==> src/array_insert_with_statistics_assert.svh <==
// Assertion helpers for the files that check their own logic.
// Each expects signals named clock and reset in the module that uses it.
`ifndef ARRAY_INSERT_WITH_STATISTICS_ASSERT_SVH
`define ARRAY_INSERT_WITH_STATISTICS_ASSERT_SVH

// Same-cycle implication.
`define AIWS_ASSERT_IMP(lbl, ante, cons, msg) \
   lbl: assert property (@(posedge clock) disable iff (reset) (ante) |-> (cons)) \
      else $error(msg);

// Next-cycle implication.
`define AIWS_ASSERT_NXT(lbl, ante, cons, msg) \
   lbl: assert property (@(posedge clock) disable iff (reset) (ante) |=> (cons)) \
      else $error(msg);

`endif

==> src/aiws_pkg.sv <==
package aiws_pkg;

   localparam int DEPTH_DEFAULT = 128;

   localparam int REQ_BITS   = 42;
   localparam int REQ_BYTES  = (REQ_BITS + 7) / 8;
   localparam int RSP_BITS   = 147;
   localparam int RSP_BYTES  = (RSP_BITS + 7) / 8;

   localparam logic [1:0] FUNC_APPEND = 2'd0;
   localparam logic [1:0] FUNC_INSERT = 2'd1;

   localparam logic [1:0] STATUS_DONE = 2'd0;
   localparam logic [1:0] STATUS_RANGE = 2'd1;
   localparam logic [1:0] STATUS_FULL = 2'd2;

   typedef enum logic [2:0] {
      S_IDLE,
      S_PRIME,
      S_WRITE,
      S_SCAN,
      S_FLUSH
   } ctl_state_type;

   typedef enum logic [1:0] {
      P_IDLE,
      P_CHECK,
      P_DIV,
      P_DONE
   } prime_state_type;

   // Command broadcast to every cell of the row.
   typedef struct packed {
      logic write;   // apply the pending insert or append
      logic shift;   // insert below the fill count: move later entries up
      logic rotate;  // scan step: every cell takes its upper neighbor
   } cell_cmd_type;

endpackage

==> src/aiws_cell.sv <==
module aiws_cell #(
   parameter int DEPTH = aiws_pkg::DEPTH_DEFAULT,
   parameter int INDEX = 0
) (
   input  logic                       clock,
   input  aiws_pkg::cell_cmd_type     cmd,
   input  logic [$clog2(DEPTH)-1:0]   write_pos,
   input  logic [$clog2(DEPTH+1)-1:0] fill,
   input  logic [31:0]                new_value,
   input  logic                       new_prime,
   input  logic [31:0]                prev_value,
   input  logic                       prev_prime,
   input  logic [31:0]                next_value,
   input  logic                       next_prime,
   output logic [31:0]                value,
   output logic                       prime
);

   localparam int CW = $clog2(DEPTH + 1);
   localparam logic [CW-1:0] IDX = CW'(INDEX);

   logic [31:0] value_ff, value_in;
   logic        prime_ff, prime_in;
   logic [CW-1:0] pos;

   assign pos = CW'(write_pos);

   always_comb begin
      value_in = value_ff;
      prime_in = prime_ff;
      if (cmd.rotate) begin
         value_in = next_value;
         prime_in = next_prime;
      end else if (cmd.write) begin
         if (IDX == pos) begin
            value_in = new_value;
            prime_in = new_prime;
         end else if (cmd.shift && IDX > pos && IDX <= fill) begin
            value_in = prev_value;
            prime_in = prev_prime;
         end else if (!cmd.shift && IDX >= fill && IDX < pos) begin
            // Gap between the old fill count and the insert position.
            value_in = '0;
            prime_in = 1'b0;
         end
      end
   end

   always_ff @(posedge clock) begin
      value_ff <= value_in;
      prime_ff <= prime_in;
   end

   assign value = value_ff;
   assign prime = prime_ff;

endmodule

==> config.mk <==
export PLATFORM = sky130hd
export DESIGN_NAME = aiws_cell
export DESIGN_NICKNAME = d
export VERILOG_FILES = /design/src/array_insert_with_statistics_assert.svh /design/src/aiws_pkg.sv /design/src/aiws_cell.sv
export SDC_FILE = /design/constraint.sdc
export NUM_CORES = 1
export LEC_CHECK = 0
export BUFFER_PORTS_ARGS = -buffer_cell sky130_fd_sc_hd__buf_2
export CAP_MARGIN = 20
export CORE_AREA = 4 4 71 73
export CTS_BUF_LIST = sky130_fd_sc_hd__clkbuf_4
export DETAILED_ROUTE_END_ITERATION = 16
export DIE_AREA = 0 0 75 77
export PLACE_DENSITY = 0.83
export SYNTH_ARGS = -nofsm -noshare
export SYNTH_HDL_FRONTEND = slang
export SYNTH_SLANG_ARGS = --single-unit
==> constraint.sdc <==
create_clock -name clock -period 2.75 [get_ports clock]
set_input_delay 0.55 -clock clock [delete_from_list [all_inputs] [get_ports clock]]
set_output_delay 0.55 -clock clock [all_outputs]
set_load 0.01 [all_outputs]
==> impl_metrics.py <==
metrics = {
    "floorplan": {
        "die_x_um": 75,
        "rows": 24,
        "fp.dieArea_um2": 5775,
        "die_h_um": 77,
        "initial_core_util_pct": 37.70,
        "ios": 151,
        "core-area_um2": 4354,
    },
    "routing": {
        "vias_per_cell": 4.665,
        "num_vias": 1488,
        "wl_per_cell_um": 12.97,
        "highest_layer": "met4",
        "dr_wl_met3_um": 381,
        "drt_wl_total_um": 4138,
        "met1_length_um": 1491,
        "drc": 0,
        "dr_wl_met2_um": 2180,
        "first_pass_iters": 4,
        "drt_iter0_drc": 54,
        "ant_nets": 0,
    },
    "clocking": {
        "cts_hold_buf": 0,
        "cts_buffers": 5,
        "post-cts-setup-buffers": 0,
        "cts_resized": 0,
        "cts-root-buf": "clkbuf_4",
        "cts_tree": "built",
        "clk_pin_slew_ns": 0.10,
        "h-tree-depth": 2,
        "cts_buffer_depth": 2,
        "clock-sinks": 33,
    },
    "pwr": {
        "ir_drop_mv": 0.2100,
        "power.leakage_nw": 1.069,
        "power_density_nw_per_um2": 457.4,
    },
    "timing": {
        "fin_setup_tns_ns": 0,
        "period_share_pct": 72.30,
        "tightest_slew_ns": 0.6078,
        "finalHoldViolCount": 0,
        "finalMaxSlewViolations": 0,
        "fin_hold_ws_ns": 0.4933,
        "fmax_ghz": 0.5030,
        "rsz0062_at_grt": "no",
        "slew_headroom_pct": 59.48,
        "setup_viol": 0,
        "min_period_ns": 1.988,
    },
    "yosys": {
        "synth-edff-count": 33,
        "synth_top_family_by_area": "simple AND/OR/NAND/NOR gates",
        "synth_nets": 269,
        "synth.distinct_cells": 16,
        "async_flop_share_pct": 0,
        "yosys-mux-area-fraction_pct": 0,
        "ys_ff_latch": 33,
        "synthCells": 151,
        "synthAdderAreaFrac_pct": 0,
        "synth.top_cells.by_area": "edfxtp_1 (60%), o21ai_2 (15%), nand2_1 (15%)",
        "synth_top_cell_area_share_pct": 60.37,
        "synth_compound_area_share_pct": 17.45,
        "synth_area_um2": 1642,
        "syn_area_per_cell_um2": 10.87,
        "synth_simple_gate_area_share_pct": 17.84,
        "yosysSeqAreaShare_pct": 60.37,
        "synth_flop_cell": "edfxtp_1",
        "synth_xor_area_share_pct": 0,
        "yosys_warnings": 0,
        "yosysTopAreaCell": "edfxtp_1",
    },
    "setup_path": {
        "cp_cell_sequence": "buf_2 > inv_2 > o211ai_4 > buf_12",
        "critPathCaptureType": "flip-flop",
        "max_stage_delay_ns": 0.48,
        "crit_arrival_ns": 2.02,
        "startpoint_type": "primary input",
        "cp.required_ns": 2.78,
        "crit_type": "in -> reg",
        "slowest_stage": "buf_2",
        "crit_fanout": 34,
    },
    "placement": {
        "portBuffers": 117,
        "gp_congestion": 0.7230,
        "post-dp-hpwl_um": 3084,
        "placed_cell_area_um2": 2265,
    },
    "global_route": {
        "grt_pass1_vias": 1521,
        "grtUsageTotal_pct": 14.72,
        "grt_pass1_wl_um": 6534,
        "grt_overflow": 0,
        "grt_max_degree": 35,
        "grt_antenna_before_repair": 0,
    },
    "layout": {
        "area.growth.synth_to_final_pct": 40.93,
        "layout_commonest_cell": "buf_2",
        "final_area_um2": 2313,
        "fill_cells": 395,
        "final_cell_mix": "buf_2 (117), nand2_1 (66), edfxtp_1 (33)",
        "layout.nets": 385,
        "antenna-diode-count": 0,
        "drive_gt1_share_pct": 59.18,
    },
    "status": {
        "status": "complete, no violations",
    },
    "flow_run": {
        "drv_cap": 0,
    },
    "hold_path": {
        "worstHoldPathType": "in -> reg",
    },
}
==> final cells by class <==
type	count	area, um^2	share of cell area [%]
sequential	33	991.0	42.83
multi-input combinational	106	588.1	25.42
clock buffer	6	45.04	1.947
inverter	2	7.507	0.3245
timing repair buffer	119	613.1	26.50
tap	52	65.06	2.812
clock inverter	1	3.754	0.1622
==> flip-flops by register name (all words and copies together) (netlist names) <==
signal	cells
value	32
prime	1
==> layer usage <==
metal | track usage (%) | up-vias
met2 | 27.96 | 70
met3 | 3.137 | 9
met1 | 14.55 | 652
li1 | - | 757
met4 | 6.406 | 0
met5 | 0 | -
==> cells by family (layout without fill, tap and decap cells) <==
logic type             after synthesis  count (layout)
and+or+nand+nor                     72              72
AOI/OAI and AO/OA                   34              34
DFF                                 33              33
buffers and inverters               12             128
==> cells in the mapped netlist, types with 2 or more instances <==
library cell  number
nand2_1           66
o21ai_1            3
clkbuf_1           4
buf_2              3
nor4_1             2
o21ai_2           29
buf_6              3
edfxtp_1          33
==> path summary, 6_finish.rpt <==
check	startpoint	endpoint	slack, ns	cells after the start
max	cmd[0]	value[30]$_DFFE_PP_	0.76	4
min	next_value[5]	value[5]$_DFFE_PP_	0.49	3
==> stage by stage <==
step                utilization [%]  power (mW)  setup slack, ns  cells
floorplan                         -      0.7098           0.2581    151
global placement              52.01      0.8156           0.3621    312
detailed placement            52.01      0.8209           0.3502    312
CTS                           53.13       1.076           0.6979    319
global route                  53.13       1.121           0.5978    319
finish                        53.13       1.058           0.7618    319
==> power breakdown <==
group / total, mW / switching [mW] / leakage (nW) / internal [mW]
combinational: 0.198 / 0.105 / 0.722 / 0.0928
clock: 0.254 / 0.151 / 0.0292 / 0.103
sequential: 0.606 / 0.00829 / 0.318 / 0.598
==> worst max-delay path, delay by kind of cell <==
kind | cells | cell delay [ns]
buffers and inverters | 3 | 1.14
AOI/OAI and AO/OA | 1 | 0.30
Note: power is estimated with default switching activity, not from simulation.
