--- config.mk ---
export PLATFORM = sky130hd
export DESIGN_NAME = aiws_prime
export DESIGN_NICKNAME = d
export VERILOG_FILES = /design/src/array_insert_with_statistics_assert.svh /design/src/aiws_pkg.sv /design/src/aiws_prime.sv
export SDC_FILE = /design/constraint.sdc
export NUM_CORES = 1
export LEC_CHECK = 0
export BUFFER_PORTS_ARGS = -buffer_cell sky130_fd_sc_hd__buf_4
export CORE_ASPECT_RATIO = 1.25
export CORE_MARGIN = 5
export CORE_UTILIZATION = 60
export CTS_CLUSTER_SIZE = 10
export DETAILED_ROUTE_END_ITERATION = 12
export PLACE_DENSITY = 0.78
export SLEW_MARGIN = 20
export SYNTH_ARGS = -nofsm -noshare
export SYNTH_HDL_FRONTEND = slang
export SYNTH_SLANG_ARGS = --single-unit
--- constraint.sdc ---
create_clock -name clock -period 7.7 [get_ports clock]
set_input_delay 0.77 -clock clock [delete_from_list [all_inputs] [get_ports clock]]
set_output_delay 0.77 -clock clock [all_outputs]
set_load 0.02 [all_outputs]
--- src/array_insert_with_statistics_assert.svh ---
// Assertion helpers for the files that check their own logic.
// Each expects signals named clock and reset in the module that uses it.
`ifndef ARRAY_INSERT_WITH_STATISTICS_ASSERT_SVH
`define ARRAY_INSERT_WITH_STATISTICS_ASSERT_SVH

// Same-cycle implication.
`define AIWS_ASSERT_IMP(lbl, ante, cons, msg) \
   lbl: assert property (@(posedge clock) disable iff (reset) (ante) |-> (cons)) \
      else $error(msg);

// Next-cycle implication.
`define AIWS_ASSERT_NXT(lbl, ante, cons, msg) \
   lbl: assert property (@(posedge clock) disable iff (reset) (ante) |=> (cons)) \
      else $error(msg);

`endif

--- src/aiws_pkg.sv ---
package aiws_pkg;

   localparam int DEPTH_DEFAULT = 128;

   localparam int REQ_BITS   = 42;
   localparam int REQ_BYTES  = (REQ_BITS + 7) / 8;
   localparam int RSP_BITS   = 147;
   localparam int RSP_BYTES  = (RSP_BITS + 7) / 8;

   localparam logic [1:0] FUNC_APPEND = 2'd0;
   localparam logic [1:0] FUNC_INSERT = 2'd1;

   localparam logic [1:0] STATUS_DONE = 2'd0;
   localparam logic [1:0] STATUS_RANGE = 2'd1;
   localparam logic [1:0] STATUS_FULL = 2'd2;

   typedef enum logic [2:0] {
      S_IDLE,
      S_PRIME,
      S_WRITE,
      S_SCAN,
      S_FLUSH
   } ctl_state_type;

   typedef enum logic [1:0] {
      P_IDLE,
      P_CHECK,
      P_DIV,
      P_DONE
   } prime_state_type;

   // Command broadcast to every cell of the row.
   typedef struct packed {
      logic write;   // apply the pending insert or append
      logic shift;   // insert below the fill count: move later entries up
      logic rotate;  // scan step: every cell takes its upper neighbor
   } cell_cmd_type;

endpackage

--- src/aiws_prime.sv ---
module aiws_prime (
   input  logic        clock,
   input  logic        reset,
   input  logic        start,
   input  logic [31:0] value,
   output logic        done,
   output logic        is_prime
);

   aiws_pkg::prime_state_type state_ff, state_in;

   logic [31:0] n_ff;
   logic [16:0] j_ff;
   logic [31:0] sq_ff;
   logic [16:0] rem_ff;
   logic [4:0]  bit_ff;
   logic        prime_ff;

   logic [17:0] rem_shift;
   logic [17:0] rem_sub;
   logic [16:0] rem_next;

   assign rem_shift = {rem_ff, n_ff[bit_ff]};
   assign rem_sub   = rem_shift - {1'b0, j_ff};
   assign rem_next  = (rem_shift >= {1'b0, j_ff}) ? rem_sub[16:0] : rem_shift[16:0];

   always_comb begin
      state_in = state_ff;
      case (state_ff)
         aiws_pkg::P_IDLE: begin
            if (start) begin
               state_in = ($signed(value) < 32'sd2) ? aiws_pkg::P_DONE : aiws_pkg::P_CHECK;
            end
         end
         aiws_pkg::P_CHECK: begin
            state_in = (sq_ff > n_ff) ? aiws_pkg::P_DONE : aiws_pkg::P_DIV;
         end
         aiws_pkg::P_DIV: begin
            if (bit_ff == 5'd0) begin
               state_in = (rem_next == '0) ? aiws_pkg::P_DONE : aiws_pkg::P_CHECK;
            end
         end
         aiws_pkg::P_DONE: state_in = aiws_pkg::P_IDLE;
         default:          state_in = aiws_pkg::P_IDLE;
      endcase
   end

   always_comb begin
      done     = (state_ff == aiws_pkg::P_DONE);
      is_prime = prime_ff;
   end

   always_ff @(posedge clock) begin
      if (reset) begin
         state_ff <= aiws_pkg::P_IDLE;
      end else begin
         state_ff <= state_in;
      end
   end

   // Trial division: j runs from 2 while j*j <= n, each remainder by a
   // restoring divider one bit a cycle; j*j is kept by adding 2j+1.
   always_ff @(posedge clock) begin
      case (state_ff)
         aiws_pkg::P_IDLE: begin
            n_ff     <= value;
            j_ff     <= 17'd2;
            sq_ff    <= 32'd4;
            prime_ff <= 1'b0;
         end
         aiws_pkg::P_CHECK: begin
            rem_ff <= '0;
            bit_ff <= 5'd31;
            if (sq_ff > n_ff) begin
               prime_ff <= 1'b1;
            end
         end
         aiws_pkg::P_DIV: begin
            rem_ff <= rem_next;
            bit_ff <= bit_ff - 5'd1;
            if (bit_ff == 5'd0) begin
               sq_ff <= sq_ff + 32'({j_ff, 1'b1});
               j_ff  <= j_ff + 17'd1;
            end
         end
         default: begin
         end
      endcase
   end

endmodule

==> results of run 1 <==
## worst paths after layout
check / from / to / slack (ns) / cells past startpoint
worst max register to register: bit_ff[0]$_SDFFCE_PP1P_ / state_ff[1]$_SDFFE_PP0P_ / 3.10 / 17
worst max-delay path: bit_ff[0]$_SDFFCE_PP1P_ / state_ff[1]$_SDFFE_PP0P_ / 3.10 / 17
worst min-delay path: state_ff[0]$_SDFFE_PP0P_ / state_ff[0]$_SDFFE_PP0P_ / 0.55 / 2
worst min register to register: state_ff[0]$_SDFFE_PP0P_ / state_ff[0]$_SDFFE_PP0P_ / 0.55 / 2
## sequential cells by signal (all words and copies together) (netlist names)
name	flops
bit_ff	5
is_prime	1
j_ff	17
n_ff	32
rem_ff	17
sq_ff	32
state_ff	2
## tightest hold or removal path: stages, from the launching register on
cell      delay [ns]
dfxtp_1         0.34
nor2_1          0.11
a211oi_1        0.06
## layout by cell type (no fill, tap or decap), types with 8 or more instances in the layout
cell,n
o2111ai_1,9
a211oi_1,11
a21o_1,19
xnor2_1,36
and2_1,10
nor2b_1,9
nor4_1,12
o21ai_0,23
a21oi_1,35
a31oi_1,12
inv_1,62
o21a_1,8
nand3_1,26
clkbuf_16,9
nor2_1,76
buf_4,39
edfxtp_1,104
nand2_1,45
ha_1,72
nor3_1,9
nand4_1,15
and3_1,11
xor2_1,13
## per-layer routing
layer / wire (µm) / share of wire (%) / up-vias
met5: 0 / 0 / -
met4: 819 / 4.6 / 0
li1: - / - / 2757
met1: 6930 / 39 / 2732
met3: 896 / 5.0 / 59
met2: 9190 / 52 / 209
## area by class of cell
class | count | area [µm²]
clock buffer | 9 | 225
clock inverter | 6 | 106
fill | 926 | 3960
inverter | 63 | 236
multi-input combinational | 542 | 3860
sequential | 106 | 3160
tap | 164 | 205
timing repair buffer | 39 | 293
## per-stage QoR
| stage | instances | area (µm²) | setup WS [ns] |
|---|---|---|---|
| 4_1_cts | 929 | 8090 | 3.17 |
| 2_1_floorplan | 728 | 7330 | 3.24 |
| 5_1_grt | 929 | 8090 | 2.68 |
| 3_5_place_dp | 914 | 7750 | 3.19 |
| 3_3_place_gp | 914 | 7750 | 3.40 |
| 6_report | 929 | 8090 | 3.10 |
## kinds of logic (layout without fill, tap and decap cells)
family,after synthesis,count (layout)
AND/OR/NAND/NOR,244,244
AO/OA/AOI/OAI,164,164
flip-flops,106,106
buffers and inverters,80,117
adder cells (fa/ha/maj),74,74
XOR/XNOR,49,49
multiplexers,11,11
==> run metrics, run 1 <==
global-route wire length before repair 29,100 µm; hpwl dp 13,700 µm; GPL Wtd Cong 0.929; Clock Skew 0.00562 ns; met3 usage 3.34%; Die Footprint 14,500 µm²; Synth top area share 42.6%; Post-Synth Adder-Cell Area 12.8%; final setup fails 0; hold buffers post-CTS 0; Worst Tran Pin Value 1.01 ns; slowest stage cell, crit path edfxtp_1; clock tree from TritonCTS yes; Worst EP required 8.00 ns; Bufs on Longest Clock Path 2; Top delay family on crit path compound AO/OA/AOI/OAI gates; n_diodes 0; Post-synth top flop edfxtp_1; number of synthesized flops with an enable pin 104; maximum fanout along the worst path 23; cells along the critical path mux4_2, nor2_1, a31oi_1, nand4_1, and3_1, ha_1, inv_1, fa_1, a21oi_1, o21ai_2, a21oi_2, o211ai_2, and2_1, o21ai_0, o2111a_1, nand4bb_1, nand2_1; I/O pin total 37; initial drt markers 383; CTS Root Cell clkbuf_16; Max Cap Viol 0; fin util 67.1%; run status complete, no violations; Vias 5,757; initial antenna violation count 0; relative slew slack 32.7%; xor/xnor share of the synthesized area 5.85%; global route overflow 0; synth unique cells 69; CP bufs+invs 1; Worst-path clk slew 0.07 ns; highest clock rate 217 MHz; drt wl/cell 19.2 µm; via-per-instance ratio 6.20; Synth async-reset ratio 0%; I/O Buffers 36; crit start category flop; worst hold margin 0.550 ns; per-instance average area after synthesis 10.1 µm²; Synth warnings 0; Final Hold Fails 0; Die Y 134 µm; clk sink count 106; nets 870; path type of the worst min-delay path reg2reg; final WL 17,800 µm; DRC Markers 0; clk_lat worst skew 0.35 ns; CP endpoint kind flop; Chip Width 109 µm; Num CTS Buffers 9; CP peak stage delay 0.84 ns; Final Max Slew Viols 0; Final min period 4.60 ns; Synth Area in Simple Gates 16.6%; WP data arrival 4.90 ns; Compound-Gate Fraction of Synth Area 15.4%; synth cell count leaders edfxtp_1 (104), nor2_1 (76), ha_1 (72), inv_1 (62), nand2_1 (45); vias in the first global route 5,935; syn nets 837; Synth area leader edfxtp_1; Setup Buffers After CTS 0; Final Cycle Share 59.7%; Cells after Synth 728; setup tns final 0 ns; htree depth 3; post-synthesis mux area share 1.72%; largest net degree at the start of global routing 62; kind of critical path reg2reg; Site Rows 45; met1 usage 30.0%; busiest grt layer met2; main combinational cell family by area after synthesis simple AND/OR/NAND/NOR gates; DRT antenna net count 0; largest cells by area after synthesis edfxtp_1 (43%), ha_1 (12%), xnor2_1 (4.3%), nor2_1 (3.9%), inv_1 (3.2%); Tot GR Track Use 25.7%; sequential fraction of the synthesis area 43.1%; count leader, synth edfxtp_1; Starting Density 60.9%; Synth Cell Area 7330 µm²; share of layout cells above drive strength 1 10.1%; met2 Use GR 44.7%; core box area 12,000 µm²; post-synthesis register bit count 106; RSZ-0062 raised after global routing false; Post-CTS Resized 0; DR pass1 iterations 5; Layout area overhead 10.2%
Power of run 1 is not shown: default switching activity piles up to over one toggle a cycle in this logic, so the estimate is an artifact.
==> run 2: changes to the inputs <==
clock period = 4.57 ns   (was 7.7 ns; I/O delays follow)
==> run 2 against run 1 <==
- cell area hardly changed
- die area stayed put
- worst setup slack worse by 2.7 ns
==> run metrics, run 2 (synthesized netlist as in run 1, its figures left out) <==
run status complete, no violations; via-per-instance ratio 6.29 (+1.4%); Register Area 3160 µm² (unchanged); Num CTS Buffers 9 (unchanged); Vias 5,871 (+2.0%); count of non-filler cells in the finished layout 934 (+0.54%); crit start category flop; Worst Tran Pin Value 0.972 ns (-0.0382 ns); Worst EP required 4.87 ns (-3.13 ns); clk_lat worst skew 0.36 ns (about the same); filler instances 950 (+2.6%); GPL Wtd Cong 0.928 (-0.16%); CTS Root Cell clkbuf_16; Starting Density 60.9% (unchanged); global route overflow 0 (unchanged); placed cells 916 (+0.22%); htree depth 3 (unchanged); global-route wire length before repair 28,700 µm (-1.4%); Final min period 4.20 ns (-0.396 ns); hold path depth 1 (-1); Die Y 134 µm (unchanged); I/O pin total 37 (unchanged); Worst-path clk slew 0.07 ns (about the same); vias in the first global route 5,933 (-0.034%); most frequent cells in the layout edfxtp_1 (104), nor2_1 (76), ha_1 (72); Layout area overhead 10.2% (about the same); worst min-delay path startpoint value[14]; share of layout cells above drive strength 1 10.6% (+0.58 points); cells on worst reg2reg path 19 (+2); relative slew slack 34.7% (+2.0 points); nets 874 (+0.46%); kind of critical path reg2reg; DRC Markers 0 (unchanged); Chip Width 109 µm (unchanged); final setup fails 0 (unchanged); final instance area 8080 µm² (about the same); WP data arrival 4.50 ns (-0.40 ns); hold buffers post-CTS 0 (unchanged); Post-CTS Resized 0 (unchanged); Final Hold Fails 0 (unchanged); DR pass1 iterations 5 (unchanged); largest registers n_ff: 32 flops, sq_ff: 32 flops; final WL 17,600 µm (-1.4%); initial antenna violation count 0 (unchanged); DP Area 7770 µm² (+0.19%); hpwl dp 13,400 µm (-2.0%); drt wl/cell 18.8 µm (-1.9%); hold path endpoint n_ff[14]$_DFFE_PP_; R2R setup slack 0.37 ns (-2.73 ns); largest net degree at the start of global routing 62 (unchanged); CP endpoint kind flop; commonest non-fill, non-tap cell in the layout edfxtp_1; DRT antenna net count 0 (unchanged); worst reg2reg endpoint state_ff[1]$_SDFFE_PP0P_; Clock Skew 0.00853 ns (+0.00291 ns); Setup Buffers After CTS 0 (unchanged); setup tns final 0 ns (unchanged); Tot GR Track Use 25.3% (-0.38 points); highest clock rate 238 MHz (+9.4%); core box area 12,000 µm² (unchanged); n_diodes 0 (unchanged); initial drt markers 360 (-6.0%); path type of the worst min-delay path in2reg; maximum fanout along the worst path 16 (-30%); clk sink count 106 (unchanged); I/O Buffers 36 (unchanged); worst hold margin 0.279 ns (-0.271 ns); Final Max Slew Viols 0 (unchanged); Bufs on Longest Clock Path 2 (unchanged); Critical R2R Launch bit_ff[0]$_SDFFCE_PP1P_; Max Cap Viol 0 (unchanged); Die Footprint 14,500 µm² (unchanged); clock tree from TritonCTS yes; area used by multi-input combinational logic 3860 µm² (unchanged); Site Rows 45 (unchanged); Final Cycle Share 91.9% (+32 points)
## run 2: cell types whose count changed in the layout (fill, tap and decap cells not counted)
cell        before  now
clkinv_1         2    1
clkbuf_1         0    1
inv_6            0    1
clkinvlp_4       1    3
buf_4           39   43
bufinv_16        3    1
## run 2: worst max path at each step
stage                                         from                       end  slack [ns]  cells past startpoint
after floorplan           state_ff[0]$_SDFFE_PP0P_     j_ff[0]$_SDFFCE_PP0P_        0.11                      4
after global placement     bit_ff[0]$_SDFFCE_PP1P_  state_ff[1]$_SDFFE_PP0P_        0.46                     17
after detailed placement   bit_ff[0]$_SDFFCE_PP1P_  state_ff[1]$_SDFFE_PP0P_        0.28                     17
after CTS                  bit_ff[0]$_SDFFCE_PP1P_  state_ff[1]$_SDFFE_PP0P_        0.25                     17
after global routing       bit_ff[0]$_SDFFCE_PP1P_  state_ff[1]$_SDFFE_PP0P_    -0.00001                     19
final                      bit_ff[0]$_SDFFCE_PP1P_  state_ff[1]$_SDFFE_PP0P_        0.37                     19
## run 2: cell type report
| cell class | count | share of cell area [%] |
|---|---|---|
| Multi-Input combinational cell | 542 | 47.7 |
| Sequential cell | 106 | 39.2 |
| Inverter | 63 | 2.93 |
| Tap cell | 164 | 2.54 |
| Clock inverter | 6 | 0.821 |
| Timing Repair Buffer | 43 | 4.00 |
| Clock buffer | 10 | 2.83 |
## run 2: critical path, stage by stage (launching register included)
cell and delay [ns]:
edfxtp_1 0.36, buf_4 0.19, buf_4 0.18, nand2_1 0.06, o21ai_0 0.07, o311a_1 0.29, a41oi_1 0.19, and3_1 0.27
ha_1 0.20, inv_1 0.05, fa_1 0.42, a21oi_1 0.18, o21ai_2 0.10, a21oi_2 0.22, o211ai_2 0.15, and2_1 0.42
o21ai_0 0.32, o2111a_1 0.26, nand4bb_1 0.11, nand2_1 0.09
## run 2: per-stage QoR
stage / setup slack (ns) / util (%)
after global routing: -0.0000129 / 67.1
final: 0.368 / 67.1
after floorplan: 0.108 / -
after detailed placement: 0.277 / 64.5
after global placement: 0.460 / 64.5
after CTS: 0.248 / 66.9
## run 2: routing by layer
metal  global-route usage [%]  routed length (µm)
met1                     30.2                6800
met3                     3.59                1010
met2                     43.5                8990
met4                     13.5                 804
met5                        0                   0
Power of run 2 is left out for the same reason.
